--- src/baro_sensor_compensation_unit_defines.svh ---
// Assertion macros shared by the compensation unit RTL.
// Both forms expect clk and rst in scope.
`ifndef BARO_SENSOR_COMPENSATION_UNIT_DEFINES_SVH
`define BARO_SENSOR_COMPENSATION_UNIT_DEFINES_SVH

`ifndef SYNTHESIS
`define BSCU_ASSERT_IMPL(lbl, ante, cons, msg) \
  lbl: assert property (@(posedge clk) disable iff (rst) (ante) |-> (cons)) \
    else $error(msg);
`define BSCU_ASSERT_NEXT(lbl, ante, cons, msg) \
  lbl: assert property (@(posedge clk) disable iff (rst) (ante) |=> (cons)) \
    else $error(msg);
`else
`define BSCU_ASSERT_IMPL(lbl, ante, cons, msg)
`define BSCU_ASSERT_NEXT(lbl, ante, cons, msg)
`endif

`endif

--- src/bscu_pkg.sv ---
`timescale 1ns / 1ps
`default_nettype none

package bscu_pkg;

  localparam int SAMPLE_W = 24;
  localparam int VALUE_W  = 32;
  localparam int ACC_W    = 48;
  localparam int PROD_W   = 64;
  localparam int QUO_W    = 45;
  localparam int ACC_FRAC = 16;
  localparam int MUL_SPLIT = 24;
  localparam int CAL_W    = 64;
  localparam int CAL_HIGH_W = 16;

  // 516096 = 63 * 2^13; x / 63 is done as 65 * x / 4095
  localparam int SCALE_HALF    = 258048;
  localparam int DIV_PRE_SHIFT = 13;
  localparam int MUL65_SHIFT   = 6;
  localparam int DIV_BASE_BITS = 12;
  localparam logic [DIV_BASE_BITS-1:0] DIV_MAX_REM = 12'hFFF;

  localparam logic OP_TEMP = 1'b0;
  localparam logic OP_PRES = 1'b1;

  localparam logic [1:0] CFG_LOW  = 2'd0;
  localparam logic [1:0] CFG_MID  = 2'd1;
  localparam logic [1:0] CFG_HIGH = 2'd2;

  localparam logic [VALUE_W-1:0] VALUE_MAX = 32'h7FFF_FFFF;
  localparam logic [VALUE_W-1:0] VALUE_MIN = 32'h8000_0000;

  typedef enum logic [3:0] {
    ST_IDLE,
    ST_MUL_LO,
    ST_MUL_HI,
    ST_MUL_ADD,
    ST_DIV_GO,
    ST_DIV_WAIT,
    ST_FIN_ABS,
    ST_FIN_RND,
    ST_FIN_OUT
  } seq_state_t;

  typedef enum logic [2:0] {
    DV_IDLE,
    DV_OFS,
    DV_M65,
    DV_LOOP,
    DV_DONE
  } div_state_t;

  // Horner steps: H builds the pressure cubic, G the temperature cross terms
  typedef enum logic [2:0] {
    STEP_H1,
    STEP_H2,
    STEP_H3,
    STEP_G1,
    STEP_G2,
    STEP_G3
  } step_t;

  typedef struct packed {
    logic             done;
    logic             neg;
    logic [QUO_W-1:0] quo;
  } div_result_t;

endpackage

`default_nettype wire

--- src/bscu_in_if.sv ---
`timescale 1ns / 1ps
`default_nettype none

interface bscu_in_if import bscu_pkg::*; ();
  logic                       valid;
  logic                       ready;
  logic                       op;
  logic signed [SAMPLE_W-1:0] raw_sample;

  modport source(output valid, op, raw_sample, input ready);
  modport sink(input valid, op, raw_sample, output ready);
endinterface

`default_nettype wire

--- src/bscu_out_if.sv ---
`timescale 1ns / 1ps
`default_nettype none

interface bscu_out_if import bscu_pkg::*; ();
  logic                      valid;
  logic                      ready;
  logic                      result_kind;
  logic signed [VALUE_W-1:0] compensated_value;
  logic                      saturated;

  modport source(output valid, result_kind, compensated_value, saturated, input ready);
  modport sink(input valid, result_kind, compensated_value, saturated, output ready);
endinterface

`default_nettype wire

--- src/bscu_divk.sv ---
`timescale 1ns / 1ps
`default_nettype none
`include "baro_sensor_compensation_unit_defines.svh"

// divide by 516096, round to nearest, ties away from zero
module bscu_divk import bscu_pkg::*; (
  input  logic                     clk,
  input  logic                     rst,
  input  logic                     start,
  input  logic signed [PROD_W-1:0] dividend,
  output div_result_t              result
);

  div_state_t         dstate;
  div_state_t         dstate_next;
  logic [PROD_W-2:0]  dv;
  logic [QUO_W-1:0]   q;
  logic               neg;

  logic [PROD_W-1:0]  mag_in;
  logic [PROD_W-1:0]  ofs_sum;
  logic               dv_big;
  logic [PROD_W-2:0]  dv_hi;

  assign mag_in  = dividend[PROD_W-1] ? PROD_W'(-dividend) : PROD_W'(dividend);
  assign ofs_sum = {1'b0, dv} + PROD_W'(SCALE_HALF);
  assign dv_big  = |dv[PROD_W-2:DIV_BASE_BITS];
  assign dv_hi   = dv >> DIV_BASE_BITS;

  always_ff @(posedge clk) begin
    if (rst) begin
      dstate <= DV_IDLE;
    end else begin
      dstate <= dstate_next;
    end
  end

  always_ff @(posedge clk) begin
    unique case (dstate)
      DV_IDLE: begin
        if (start) begin
          neg <= dividend[PROD_W-1];
          dv  <= mag_in[PROD_W-2:0];
        end
      end
      DV_OFS: begin
        dv <= (PROD_W-1)'(ofs_sum >> DIV_PRE_SHIFT);
      end
      DV_M65: begin
        dv <= dv + (dv << MUL65_SHIFT);
        q  <= '0;
      end
      DV_LOOP: begin
        if (dv_big) begin
          q  <= q + dv_hi[QUO_W-1:0];
          dv <= dv_hi + (PROD_W-1)'(dv[DIV_BASE_BITS-1:0]);
        end else begin
          q <= q + QUO_W'(dv[DIV_BASE_BITS-1:0] == DIV_MAX_REM);
        end
      end
      default: begin
      end
    endcase
  end

  always_comb begin
    dstate_next = dstate;
    result.done = 1'b0;
    result.neg  = neg;
    result.quo  = q;
    unique case (dstate)
      DV_IDLE: if (start) dstate_next = DV_OFS;
      DV_OFS:  dstate_next = DV_M65;
      DV_M65:  dstate_next = DV_LOOP;
      DV_LOOP: if (!dv_big) dstate_next = DV_DONE;
      DV_DONE: begin
        result.done = 1'b1;
        dstate_next = DV_IDLE;
      end
      default: dstate_next = DV_IDLE;
    endcase
  end

  `BSCU_ASSERT_IMPL(a_start_when_idle, start, dstate == DV_IDLE, "divider started while busy")
  `BSCU_ASSERT_NEXT(a_done_one_cycle, dstate == DV_DONE, dstate == DV_IDLE, "done held")
  `BSCU_ASSERT_NEXT(a_loop_shrinks, dstate == DV_LOOP && dv_big, dv < $past(dv), "no progress")

endmodule

`default_nettype wire

--- src/baro_sensor_compensation_unit.sv ---
`timescale 1ns / 1ps
`default_nettype none
`include "baro_sensor_compensation_unit_defines.svh"

// Barometric sensor compensation.
// samples: one word per raw 24-bit reading, op 0 temperature, op 1 pressure.
// results: one word per sample: kind, value with RESULT_FRACTION_BITS fraction
//   bits, and a flag when the value was clamped to 32 bits.
// cfg: write enable, index and data load the 18 calibration bytes; write only
//   while no sample is in flight. Index 3 is ignored.
// One 25x24 multiplier and one divide-by-516096 unit are shared by all terms.
// Each Horner step takes two partial products, one add, a divider start,
// then the divider, whose 12-bit digit loop repeats while the value has
// bits above the low 12.
// A temperature word is one step, a pressure word six, plus acceptance,
// rounding and saturation. samples.ready is high only between words. A
// finished word sits in the output register; while results is stalled the
// next sample is still accepted and computed, and its result waits until
// the register frees. Reset clears calibration, the stored temperature (a
// pressure word before any temperature uses zero) and the output valid.
module baro_sensor_compensation_unit import bscu_pkg::*; #(
  parameter int RESULT_FRACTION_BITS = 8
) (
  input  logic              clk,
  input  logic              rst,
  input  logic              cfg_we,
  input  logic [1:0]        cfg_index,
  input  logic [CAL_W-1:0]  cfg_data,
  bscu_in_if.sink           samples,
  bscu_out_if.source        results
);

  localparam int FIN_SHIFT = ACC_FRAC - RESULT_FRACTION_BITS;
  localparam logic [ACC_W:0] RND_HALF = (ACC_W+1)'((1 << FIN_SHIFT) >> 1);
  localparam logic [ACC_W-1:0] MAG_POS_LIMIT = ACC_W'(VALUE_MAX);
  localparam logic [ACC_W-1:0] MAG_NEG_LIMIT = ACC_W'(VALUE_MIN);

  seq_state_t state;
  seq_state_t state_next;

  logic [CAL_W-1:0]      calib_low;
  logic [CAL_W-1:0]      calib_mid;
  logic [CAL_HIGH_W-1:0] calib_high;
  logic signed [SAMPLE_W-1:0] t_reg;

  logic                         op_q;
  logic signed [SAMPLE_W-1:0]   raw_q;
  step_t                        step;
  logic signed [ACC_W-1:0]      a_reg;
  logic signed [ACC_W-1:0]      h_reg;
  logic signed [MUL_SPLIT+SAMPLE_W:0] pp;
  logic signed [PROD_W-1:0]     prod;
  logic [ACC_W-1:0]             mag;
  logic                         neg_q;

  logic                      o_valid;
  logic                      o_kind;
  logic [VALUE_W-1:0]        o_value;
  logic                      o_sat;

  logic signed [11:0] c0, c1;
  logic signed [19:0] c00, c10;
  logic signed [15:0] c01, c11, c20, c21, c30;

  logic signed [ACC_W-1:0]    addend;
  logic signed [ACC_W-1:0]    step_res;
  logic signed [MUL_SPLIT:0]  mul_a;
  logic signed [SAMPLE_W-1:0] mul_b;
  logic                       last_step;
  logic                       out_free;
  logic                       div_start;
  div_result_t                div_res;
  logic [ACC_W:0]             rnd_sum;
  logic                       sat_now;
  logic [VALUE_W-1:0]         value_now;

  assign c0  = calib_low[63:52];
  assign c1  = calib_low[51:40];
  assign c00 = calib_low[39:20];
  assign c10 = calib_low[19:0];
  assign c01 = calib_mid[63:48];
  assign c11 = calib_mid[47:32];
  assign c20 = calib_mid[31:16];
  assign c21 = calib_mid[15:0];
  assign c30 = calib_high;

  always_comb begin
    if (op_q == OP_TEMP) begin
      addend = ACC_W'(c0) <<< (ACC_FRAC - 1);
    end else begin
      unique case (step)
        STEP_H1: addend = ACC_W'(c20) <<< ACC_FRAC;
        STEP_H2: addend = ACC_W'(c10) <<< ACC_FRAC;
        STEP_H3: addend = ACC_W'(c00) <<< ACC_FRAC;
        STEP_G1: addend = ACC_W'(c11) <<< ACC_FRAC;
        STEP_G2: addend = ACC_W'(c01) <<< ACC_FRAC;
        default: addend = h_reg;
      endcase
    end
  end

  assign step_res  = div_res.neg ? addend - $signed(ACC_W'(div_res.quo))
                                 : addend + $signed(ACC_W'(div_res.quo));
  assign last_step = (op_q == OP_TEMP) || (step == STEP_G3);
  assign mul_a     = (state == ST_MUL_LO) ? $signed({1'b0, a_reg[MUL_SPLIT-1:0]})
                                          : $signed({a_reg[ACC_W-1], a_reg[ACC_W-1:MUL_SPLIT]});
  assign mul_b     = (op_q == OP_PRES && step == STEP_G3) ? t_reg : raw_q;
  assign out_free  = !o_valid || results.ready;
  assign rnd_sum   = {1'b0, mag} + RND_HALF;

  always_comb begin
    if (neg_q) begin
      sat_now   = mag > MAG_NEG_LIMIT;
      value_now = sat_now ? VALUE_MIN : VALUE_W'(-mag[VALUE_W-1:0]);
    end else begin
      sat_now   = mag > MAG_POS_LIMIT;
      value_now = sat_now ? VALUE_MAX : mag[VALUE_W-1:0];
    end
  end

  bscu_divk u_divk (
    .clk      (clk),
    .rst      (rst),
    .start    (div_start),
    .dividend (prod),
    .result   (div_res)
  );

  always_ff @(posedge clk) begin
    if (rst) begin
      state      <= ST_IDLE;
      calib_low  <= '0;
      calib_mid  <= '0;
      calib_high <= '0;
      t_reg      <= '0;
      o_valid    <= 1'b0;
    end else begin
      state <= state_next;
      if (cfg_we) begin
        unique case (cfg_index)
          CFG_LOW:  calib_low  <= cfg_data;
          CFG_MID:  calib_mid  <= cfg_data;
          CFG_HIGH: calib_high <= cfg_data[CAL_HIGH_W-1:0];
          default: begin
          end
        endcase
      end
      if (state == ST_IDLE && samples.valid && samples.op == OP_TEMP) begin
        t_reg <= samples.raw_sample;
      end
      if (state == ST_FIN_OUT && out_free) begin
        o_valid <= 1'b1;
      end else if (results.ready) begin
        o_valid <= 1'b0;
      end
    end
  end

  always_ff @(posedge clk) begin
    unique case (state)
      ST_IDLE: begin
        if (samples.valid) begin
          op_q  <= samples.op;
          raw_q <= samples.raw_sample;
          step  <= STEP_H1;
          a_reg <= (samples.op == OP_TEMP) ? ACC_W'(c1) <<< ACC_FRAC
                                           : ACC_W'(c30) <<< ACC_FRAC;
        end
      end
      ST_MUL_LO: begin
        pp <= mul_a * mul_b;
      end
      ST_MUL_HI: begin
        prod <= PROD_W'(pp);
        pp   <= mul_a * mul_b;
      end
      ST_MUL_ADD: begin
        prod <= prod + (PROD_W'(pp) <<< MUL_SPLIT);
      end
      ST_DIV_WAIT: begin
        if (div_res.done) begin
          if (last_step) begin
            a_reg <= step_res;
          end else if (step == STEP_H3) begin
            h_reg <= step_res;
            a_reg <= ACC_W'(c21) <<< ACC_FRAC;
            step  <= step_t'(step + 3'd1);
          end else begin
            a_reg <= step_res;
            step  <= step_t'(step + 3'd1);
          end
        end
      end
      ST_FIN_ABS: begin
        neg_q <= a_reg[ACC_W-1];
        mag   <= a_reg[ACC_W-1] ? ACC_W'(-a_reg) : ACC_W'(a_reg);
      end
      ST_FIN_RND: begin
        mag <= ACC_W'(rnd_sum >> FIN_SHIFT);
      end
      ST_FIN_OUT: begin
        if (out_free) begin
          o_kind  <= op_q;
          o_value <= value_now;
          o_sat   <= sat_now;
        end
      end
      default: begin
      end
    endcase
  end

  always_comb begin
    state_next    = state;
    samples.ready = 1'b0;
    div_start     = 1'b0;
    unique case (state)
      ST_IDLE: begin
        samples.ready = !rst;
        if (samples.valid) state_next = ST_MUL_LO;
      end
      ST_MUL_LO:  state_next = ST_MUL_HI;
      ST_MUL_HI:  state_next = ST_MUL_ADD;
      ST_MUL_ADD: state_next = ST_DIV_GO;
      ST_DIV_GO: begin
        div_start  = 1'b1;
        state_next = ST_DIV_WAIT;
      end
      ST_DIV_WAIT: begin
        if (div_res.done) state_next = last_step ? ST_FIN_ABS : ST_MUL_LO;
      end
      ST_FIN_ABS: state_next = ST_FIN_RND;
      ST_FIN_RND: state_next = ST_FIN_OUT;
      ST_FIN_OUT: if (out_free) state_next = ST_IDLE;
      default:    state_next = ST_IDLE;
    endcase
  end

  assign results.valid             = o_valid;
  assign results.result_kind       = o_kind;
  assign results.compensated_value = o_value;
  assign results.saturated         = o_sat;

  `BSCU_ASSERT_NEXT(a_accept_starts, samples.valid && samples.ready, state == ST_MUL_LO, "no start")
  `BSCU_ASSERT_IMPL(a_done_in_wait, div_res.done, state == ST_DIV_WAIT, "quotient not taken")
  `BSCU_ASSERT_IMPL(a_temp_one_step, state != ST_IDLE && op_q == OP_TEMP, step == STEP_H1, "bad step")
  `BSCU_ASSERT_NEXT(a_stall_waits, state == ST_FIN_OUT && o_valid && !results.ready,
                    state == ST_FIN_OUT, "result overwrote pending word")

endmodule

`default_nettype wire
--- src/flat_wrapper.sv ---
// flat-port wrapper written by rule: the top's interface ports become plain ports
module baro_sensor_compensation_unit_flat import bscu_pkg::*;
#(
  parameter int RESULT_FRACTION_BITS = 8
)
  (clk, rst, cfg_we, cfg_index, cfg_data, samples_valid, samples_op, samples_raw_sample, samples_ready, results_valid, results_result_kind, results_compensated_value, results_saturated, results_ready);
  bscu_in_if samples_i ();
  bscu_out_if results_i ();
  input  logic clk;
  input  logic rst;
  input  logic cfg_we;
  input  logic [1:0] cfg_index;
  input  logic [CAL_W-1:0] cfg_data;
  input wire logic [$bits(samples_i.valid)-1:0] samples_valid;
  input wire logic [$bits(samples_i.op)-1:0] samples_op;
  input wire logic [$bits(samples_i.raw_sample)-1:0] samples_raw_sample;
  output wire logic [$bits(samples_i.ready)-1:0] samples_ready;
  output wire logic [$bits(results_i.valid)-1:0] results_valid;
  output wire logic [$bits(results_i.result_kind)-1:0] results_result_kind;
  output wire logic [$bits(results_i.compensated_value)-1:0] results_compensated_value;
  output wire logic [$bits(results_i.saturated)-1:0] results_saturated;
  input wire logic [$bits(results_i.ready)-1:0] results_ready;
  assign samples_i.valid = samples_valid;
  assign samples_i.op = samples_op;
  assign samples_i.raw_sample = samples_raw_sample;
  assign samples_ready = samples_i.ready;
  assign results_valid = results_i.valid;
  assign results_result_kind = results_i.result_kind;
  assign results_compensated_value = results_i.compensated_value;
  assign results_saturated = results_i.saturated;
  assign results_i.ready = results_ready;
  baro_sensor_compensation_unit #(.RESULT_FRACTION_BITS(RESULT_FRACTION_BITS)) u_core (.clk(clk), .rst(rst), .cfg_we(cfg_we), .cfg_index(cfg_index), .cfg_data(cfg_data), .samples(samples_i), .results(results_i));
endmodule
--- config.mk ---
export PLATFORM = sky130hd
export DESIGN_NAME = baro_sensor_compensation_unit_flat
export DESIGN_NICKNAME = d
export VERILOG_FILES = /design/src/bscu_pkg.sv /design/src/bscu_in_if.sv /design/src/bscu_out_if.sv /design/src/bscu_divk.sv /design/src/baro_sensor_compensation_unit.sv /design/src/flat_wrapper.sv
export VERILOG_INCLUDE_DIRS = /design/src /design/src/src
export SDC_FILE = /design/constraint.sdc
export NUM_CORES = 2
export LEC_CHECK = 0
export BUFFER_PORTS_ARGS = -buffer_cell sky130_fd_sc_hd__buf_2
export CAP_MARGIN = 25
export CORE_UTILIZATION = 50
export DETAILED_ROUTE_END_ITERATION = 6
export GPL_TIMING_DRIVEN = 0
export PLACE_DENSITY = 0.73
export SETUP_SLACK_MARGIN = 0.3
export SKIP_CTS_REPAIR_TIMING = 1
export SLEW_MARGIN = 25
export SYNTH_ARGS = -nofsm -noshare
export SYNTH_HDL_FRONTEND = slang
export SYNTH_SLANG_ARGS = --single-unit
--- constraint.sdc ---
create_clock -name clk -period 8.3 [get_ports clk]
set_input_delay 1.245 -clock clk [delete_from_list [all_inputs] [get_ports clk]]
set_output_delay 1.245 -clock clk [all_outputs]
set_load 0.1 [all_outputs]
After elaboration in Yosys (flattened, before gate mapping)
Cells that the tools add are included.

Bits in registers: 605. Input port bits: 96.

Add/sub/neg operators: 13. Multipliers: 1. Magnitude comparators: 2. Equality and inequality tests: 27. Mux-type cells: 41. Bitwise logic cells: 3. Reductions and logical operators: 32.

Operators by type and width (number): 48-bit two-way mux (8); 63-bit case mux with 4 select lines (1); 48-bit case mux with 5 select lines (1); 48-bit case mux with 2 select lines (2); 63-bit two-way mux (3); 64-bit case mux with 2 select lines (1); 32-bit two-way mux (3); 45-bit case mux with 2 select lines (1); 63-bit by 18-bit adder with 64-bit output (second input constant) (1); 64-bit adder (1); 63-bit adder (1); 63-bit negator (1); 51-bit by 12-bit adder with 52-bit output (1); 51-bit OR reduction (1); 48-bit by 8-bit adder with 49-bit output (second input constant) (1); 25-bit by 24-bit multiplier with 49-bit output (1); 48-bit by 46-bit adder with 48-bit output (1); 48-bit by 31-bit > comparator with 1-bit output (second input constant) (1); 48-bit by 32-bit > comparator with 1-bit output (second input constant) (1); 48-bit negator (1); 48-bit by 46-bit subtractor with 48-bit output (1); 45-bit by 1-bit adder with 45-bit output (1); 45-bit adder (1); 45-bit two-way mux (1); other kinds (35) (83).

Longest topological paths before layout
Word-level depth: 9. Gate-level depth with buffers: 33. Mapped depth without buffers: 30.

Cells and area by module
A second synthesis with hierarchy kept.

Cell total of the unflattened synthesis: 7165. Area total of the unflattened synthesis: 63151.8 sq um.

By module, submodules not included: baro_sensor_compensation_unit (times used 1, cells each 5299, area an instance 48743.0 sq um, sequential area each 13072.5 sq um); bscu_divk (times used 1, cells each 1866, area an instance 14408.8 sq um, sequential area each 3333.2 sq um).

Worst setup path before layout
OpenSTA, ideal clock, no wires.

Path kind: register to register. From: register u_core.state[3]. To: register u_core.pp[46] (data pin). Arrival time: 8776 ps. Required time: 8035 ps. Path slack: -742 ps. Stages on the path, launching flop included: 31. Path buffers: 5. Clock period less this slack: 9042 ps. Path through: dfxtp_1 -> clkbuf_1 -> nor3_1 -> clkbuf_1 -> clkbuf_1 -> mux2i_1 -> clkbuf_1 -> nor2_1 -> fa_1 -> fa_1 -> inv_1 -> fa_1 -> inv_1 -> fa_1 -> inv_1 -> fa_1 -> inv_1 -> fa_1 -> inv_1 -> fa_1 -> inv_1 -> ha_1 -> clkbuf_1 -> nand4_1 -> o311ai_0 -> a21oi_1 -> a31o_2 -> a21bo_2 -> o21ai_0 -> a21oi_1 -> or3_1.

Cells in the longest elaborated chain, start to end: 3.

RTL lines: from (decl) (RTL line baro_sensor_compensation_unit.sv:38) `seq_state_t state;`; from (signal assigned) (RTL line baro_sensor_compensation_unit.sv:138) `state <= state_next;`; 4-bit by 1-bit equality test with 1-bit output (RTL line baro_sensor_compensation_unit.sv:105, baro_sensor_compensation_unit.sv:160); 25-bit two-way mux (RTL line baro_sensor_compensation_unit.sv:105) `assign mul_a = (state == ST_MUL_LO) ? $signed({1'b0, a_reg[MUL_SPLIT-1:0]})`; 25-bit by 24-bit multiplier with 49-bit output (RTL line baro_sensor_compensation_unit.sv:171, baro_sensor_compensation_unit.sv:175); to (signal assigned) (RTL line baro_sensor_compensation_unit.sv:171) `pp <= mul_a * mul_b;`; to (signal assigned) (RTL line baro_sensor_compensation_unit.sv:175) `pp <= mul_a * mul_b;`; to (decl) (RTL line baro_sensor_compensation_unit.sv:51) `logic signed [MUL_SPLIT+SAMPLE_W:0] pp;`.

No other way between the ends. A chain may end at the register's enable or synchronous reset.

Final worst setup path
From: register u_core.step[1]. To: register u_core.pp[47] (data pin).

Cells in the longest elaborated chain, start to end: 4.

RTL lines: from (decl) (RTL line baro_sensor_compensation_unit.sv:48) `step_t step;`; from (signal assigned) (RTL line baro_sensor_compensation_unit.sv:187) `step <= step_t'(step + 3'd1);`; from (signal assigned) (RTL line baro_sensor_compensation_unit.sv:190) `step <= step_t'(step + 3'd1);`; 3-bit equality test (RTL line baro_sensor_compensation_unit.sv:107) `assign mul_b = (op_q == OP_PRES && step == STEP_G3) ? t_reg : raw_q;`; 1-bit logical AND (RTL line baro_sensor_compensation_unit.sv:107); 24-bit two-way mux (RTL line baro_sensor_compensation_unit.sv:107); 25-bit by 24-bit multiplier with 49-bit output (RTL line baro_sensor_compensation_unit.sv:171, baro_sensor_compensation_unit.sv:175).

No other way between the ends.

==> results.txt <==
The CTS sink count came out at 605. The adder-cell share of the synthesized area came out at 27.1%. The worst hold path belongs to the class flop to flop.

Leaving out fill and tap cells, the most frequent cells in the layout are 1000 x nand2_1, 731 x inv_1, 609 x fa_1. The maximum clock frequency came out at 122 MHz. The data required time of the worst path came out at 8.70 ns.

For this run, global-route usage on met3 was measured as 9.87%. TritonCTS built the clock tree. The met1 usage in global routing is 44.8%. The initial standard-cell utilization of the core came out at 50.6%. After synthesis, the largest family of logic cells by area is adder cells. The largest registers in the layout are u_core.calib_low (64), u_core.calib_mid (64), u_core.prod (64). The layout cell share with drive strength beyond 1 is 10.4%. The post-synthesis share of cell area spent on and, or, nand and nor gates is 16.7%. The total number of placement rows is 129.

At the end of routability-driven placement, the weighted congestion stood at 1.05. The total count of max-transition violations in the final report is 0. The cell seen most often among critical-path stages is fa_2. In the final design database the tool counted 8582 nets. The most heavily used metal layer in global routing is met2. The worst slack on hold paths is 0.454 ns. The worst pin sits at a relative slew slack of 20.2%. The clock slew at the register clock pins of the worst setup and hold paths came out at 0.06 ns. For the pin with the worst max-slew slack, the measured transition is 1.20 ns. The number of flops mapped to enable cells by yosys came out at 429.

The final period utilization is 98.7%. The max-capacitance violation count is 0. Setup violations remaining at the end of the flow were counted as 0.

The number of standard cells in the layout, taps in and fillers out is 9194. The source of the critical timing path is u_core.step[1]. Yosys printed 0 warnings. The first global-routing pass estimated 322 mm of wire. STA classifies the critical path endpoint as a flop. In this run the critical register-to-register path is captured at u_core.pp[47]. The number of iterations in the first detailed-routing pass came out at 7.

The core footprint is 124000 um2. The synthesized netlist occupies a cell area of 62800 um2. Summing the areas of all compound-gate instances in the mapped netlist gives 14.4% of the synthesized area. STA classifies the critical path startpoint as a flop. Setup slack on the critical path of the routed design comes to 0.109 ns.

The die width is 356 um. The repair_antennas step left the layout with diodes totalling 0. The worst setup slack before clock tree synthesis is -1.46 ns. The wire length per cell came out at 23.8 um. The fraction of met2 tracks used by global routing is 49.4%. The area of the die is 127000 um2. Once placement completed, the tool counted placed cells totaling 8932.

The number of cells traversed by the worst register-to-register path came out at 29. The XOR/XNOR share of the synthesized area is 6.91%. The HPWL reported at the end of detailed placement came out at 171 mm. From synthesis to final layout, the design area changed by 13.6%.

The number of clock buffers inserted by TritonCTS came out at 70. Global routing finished with a remaining overflow of 0. The final layout contains routed wiring with a total length of 219 mm.

The commonest non-fill, non-tap cell in the layout is nand2_1. The most used flip-flop cell after synthesis is edfxtp_1. The synthesis-stage register bit count is 605.

CTS built an H-tree with a depth of 3. The post-route minimum period is 8.19 ns. The sequential element share of the synthesized area is 26.1%. The via count of the first global-routing pass was 53500. The longest clock path from root to sink contains 3 buffers. The cell sitting at the root of the clock tree is a clkbuf_16. The synthesized area per cell is 8.78 um2. Summed over all instances, the cell type with the most area after synthesis is edfxtp_1. The y dimension of the die is 356 um. The global-route usage over all layers is 33.5%. The critical path is of the flop to flop type.

The violation count after the first detailed-route iteration came out at 7087. The layout filler cell count came out at 10900. The share of the synthesized area in the top cell type is 20.5%.

The post-detailed-route DRC marker count came out at 4. The later-pin clock latency in the skew report is 0.70 ns. The number of vias in the routed layout came out at 56000. The count of final hold-check violations is 0. 132 I/O pins were placed. The distinct cell type count after synthesis came out at 79. The number of instances in the synthesized netlist is 7149. The checks that failed: design-rule violations. Across the routed clock network, the largest skew measured is 0.0503 ns. The number of antenna violations at the first check in global routing came out at 3. During placement, the flow inserted port buffers numbering 130.

The worst path arrival time came out at 8.59 ns. Following the worst setup path forward leads to its endpoint at u_core.pp[47]. The startpoint identified for the worst register-to-register timing path is u_core.step[1]. The setup slack on the worst flop-to-flop path is 0.11 ns.

The post-route antenna net violation count came out at 0. Setup repair after global routing could not meet its margin everywhere. The maximum number of pins on one net before global-route repair came out at 51. The highest cell delay on the worst timing path came out at 0.77 ns. Along the worst path, the maximum fanout reaches 7. In the routed layout, each cell is associated on average with a via count of 6.09.

The run finished, with violations left. The number of nets in the synthesized netlist is 8226. The async set-reset flop share out of synthesis is 0%. Ranked by total cell area, the synthesized netlist is headed by edfxtp_1 21%, fa_1 20%, ha_1 6.9%, nand2_1 6.0%, dfxtp_1 5.6%.

Of the post-synthesis cell area, the part taken by muxes is 1.68%. Among all stages on the critical path, the largest delay is contributed by fa_2.
cells by family (layout without fill, tap and decap cells):
family | Yosys count | count (layout)
and+or+nand+nor | 2343 | 2343
DFF | 605 | 605
AOI/OAI and AO/OA | 1461 | 1461
buffers and inverters | 1164 | 1572
xor gates and xnor gates | 495 | 495
muxes | 100 | 100
adders and majority gates | 981 | 981
worst min path at each step:
stage	startpoint	to	slack, ns	cells after the start
after global routing	u_core.c30[0]	u_core.c30[0]	0.47	2
after global placement	u_core.t_reg[17]	u_core.t_reg[17]	0.44	2
after CTS	u_core.calib_low[46]	u_core.calib_low[46]	0.45	2
final	u_core.calib_low[34]	u_core.calib_low[34]	0.45	2
after detailed placement	u_core.calib_low[46]	u_core.calib_low[46]	0.45	2
after floorplan	u_core.prod[63]	u_core.u_divk.neg	0.42	0
per-stage QoR:
step / TNS, ns / instance area, um2 / util, %
finish: 0 / 71300 / 57.5
floorplan: 0 / 62900 / -
detailed placement: -23.88 / 65900 / 53.1
global placement: -71.16 / 65600 / 52.9
CTS: -25.19 / 68300 / 55.1
global route: -0.158 / 71300 / 57.5
area by class of cell:
| type | instances | area [um2] | area share (%) |
|---|---|---|---|
| Multi-Input combinational cell | 5380 | 43400 | 60.8 |
| Sequential cell | 605 | 16400 | 23.0 |
| Inverter | 759 | 2870 | 4.02 |
| Timing Repair Buffer | 284 | 2170 | 3.04 |
| Buffer | 405 | 2090 | 2.93 |
| Tap cell | 1637 | 2050 | 2.87 |
| Clock buffer | 92 | 2020 | 2.83 |
| Clock inverter | 32 | 368 | 0.516 |
critical path: cells and delay by family, from the launching register on:
family,cells,cell delay (ns)
xor+xnor,1,0.19
fa+ha+maj,9,4.35
buf+inv,9,1.20
flops,1,0.42
simple gates,2,0.15
compound gates,7,1.20
mux,1,0.37
cells in the mapped netlist, drive strengths merged, types with 40 or more instances:
cell	count
a211oi	48
a21o	117
a21oi	557
a31oi	43
and2	45
and3	83
clkbuf	385
dfxtp	176
edfxtp	429
fa	634
ha	347
inv	759
mux2	42
mux2i	58
nand2	1004
nand2b	61
nand3	108
nand4	68
nor2	617
nor2b	64
nor3	102
nor4	41
o21a	41
o21ai	289
o21bai	41
o22ai	40
o31ai	52
or3	45
xnor2	278
xor2	217
per-layer routing:
metal  wire, um  up-vias
met3      27400      639
met5          0        -
li1           -    24900
met1      86100    27300
met4      12300        0
met2      93300     3216
Power is left out: the tool's default activity adds up to more than one toggle a clock period on the data nets, which glitch-free logic cannot reach.
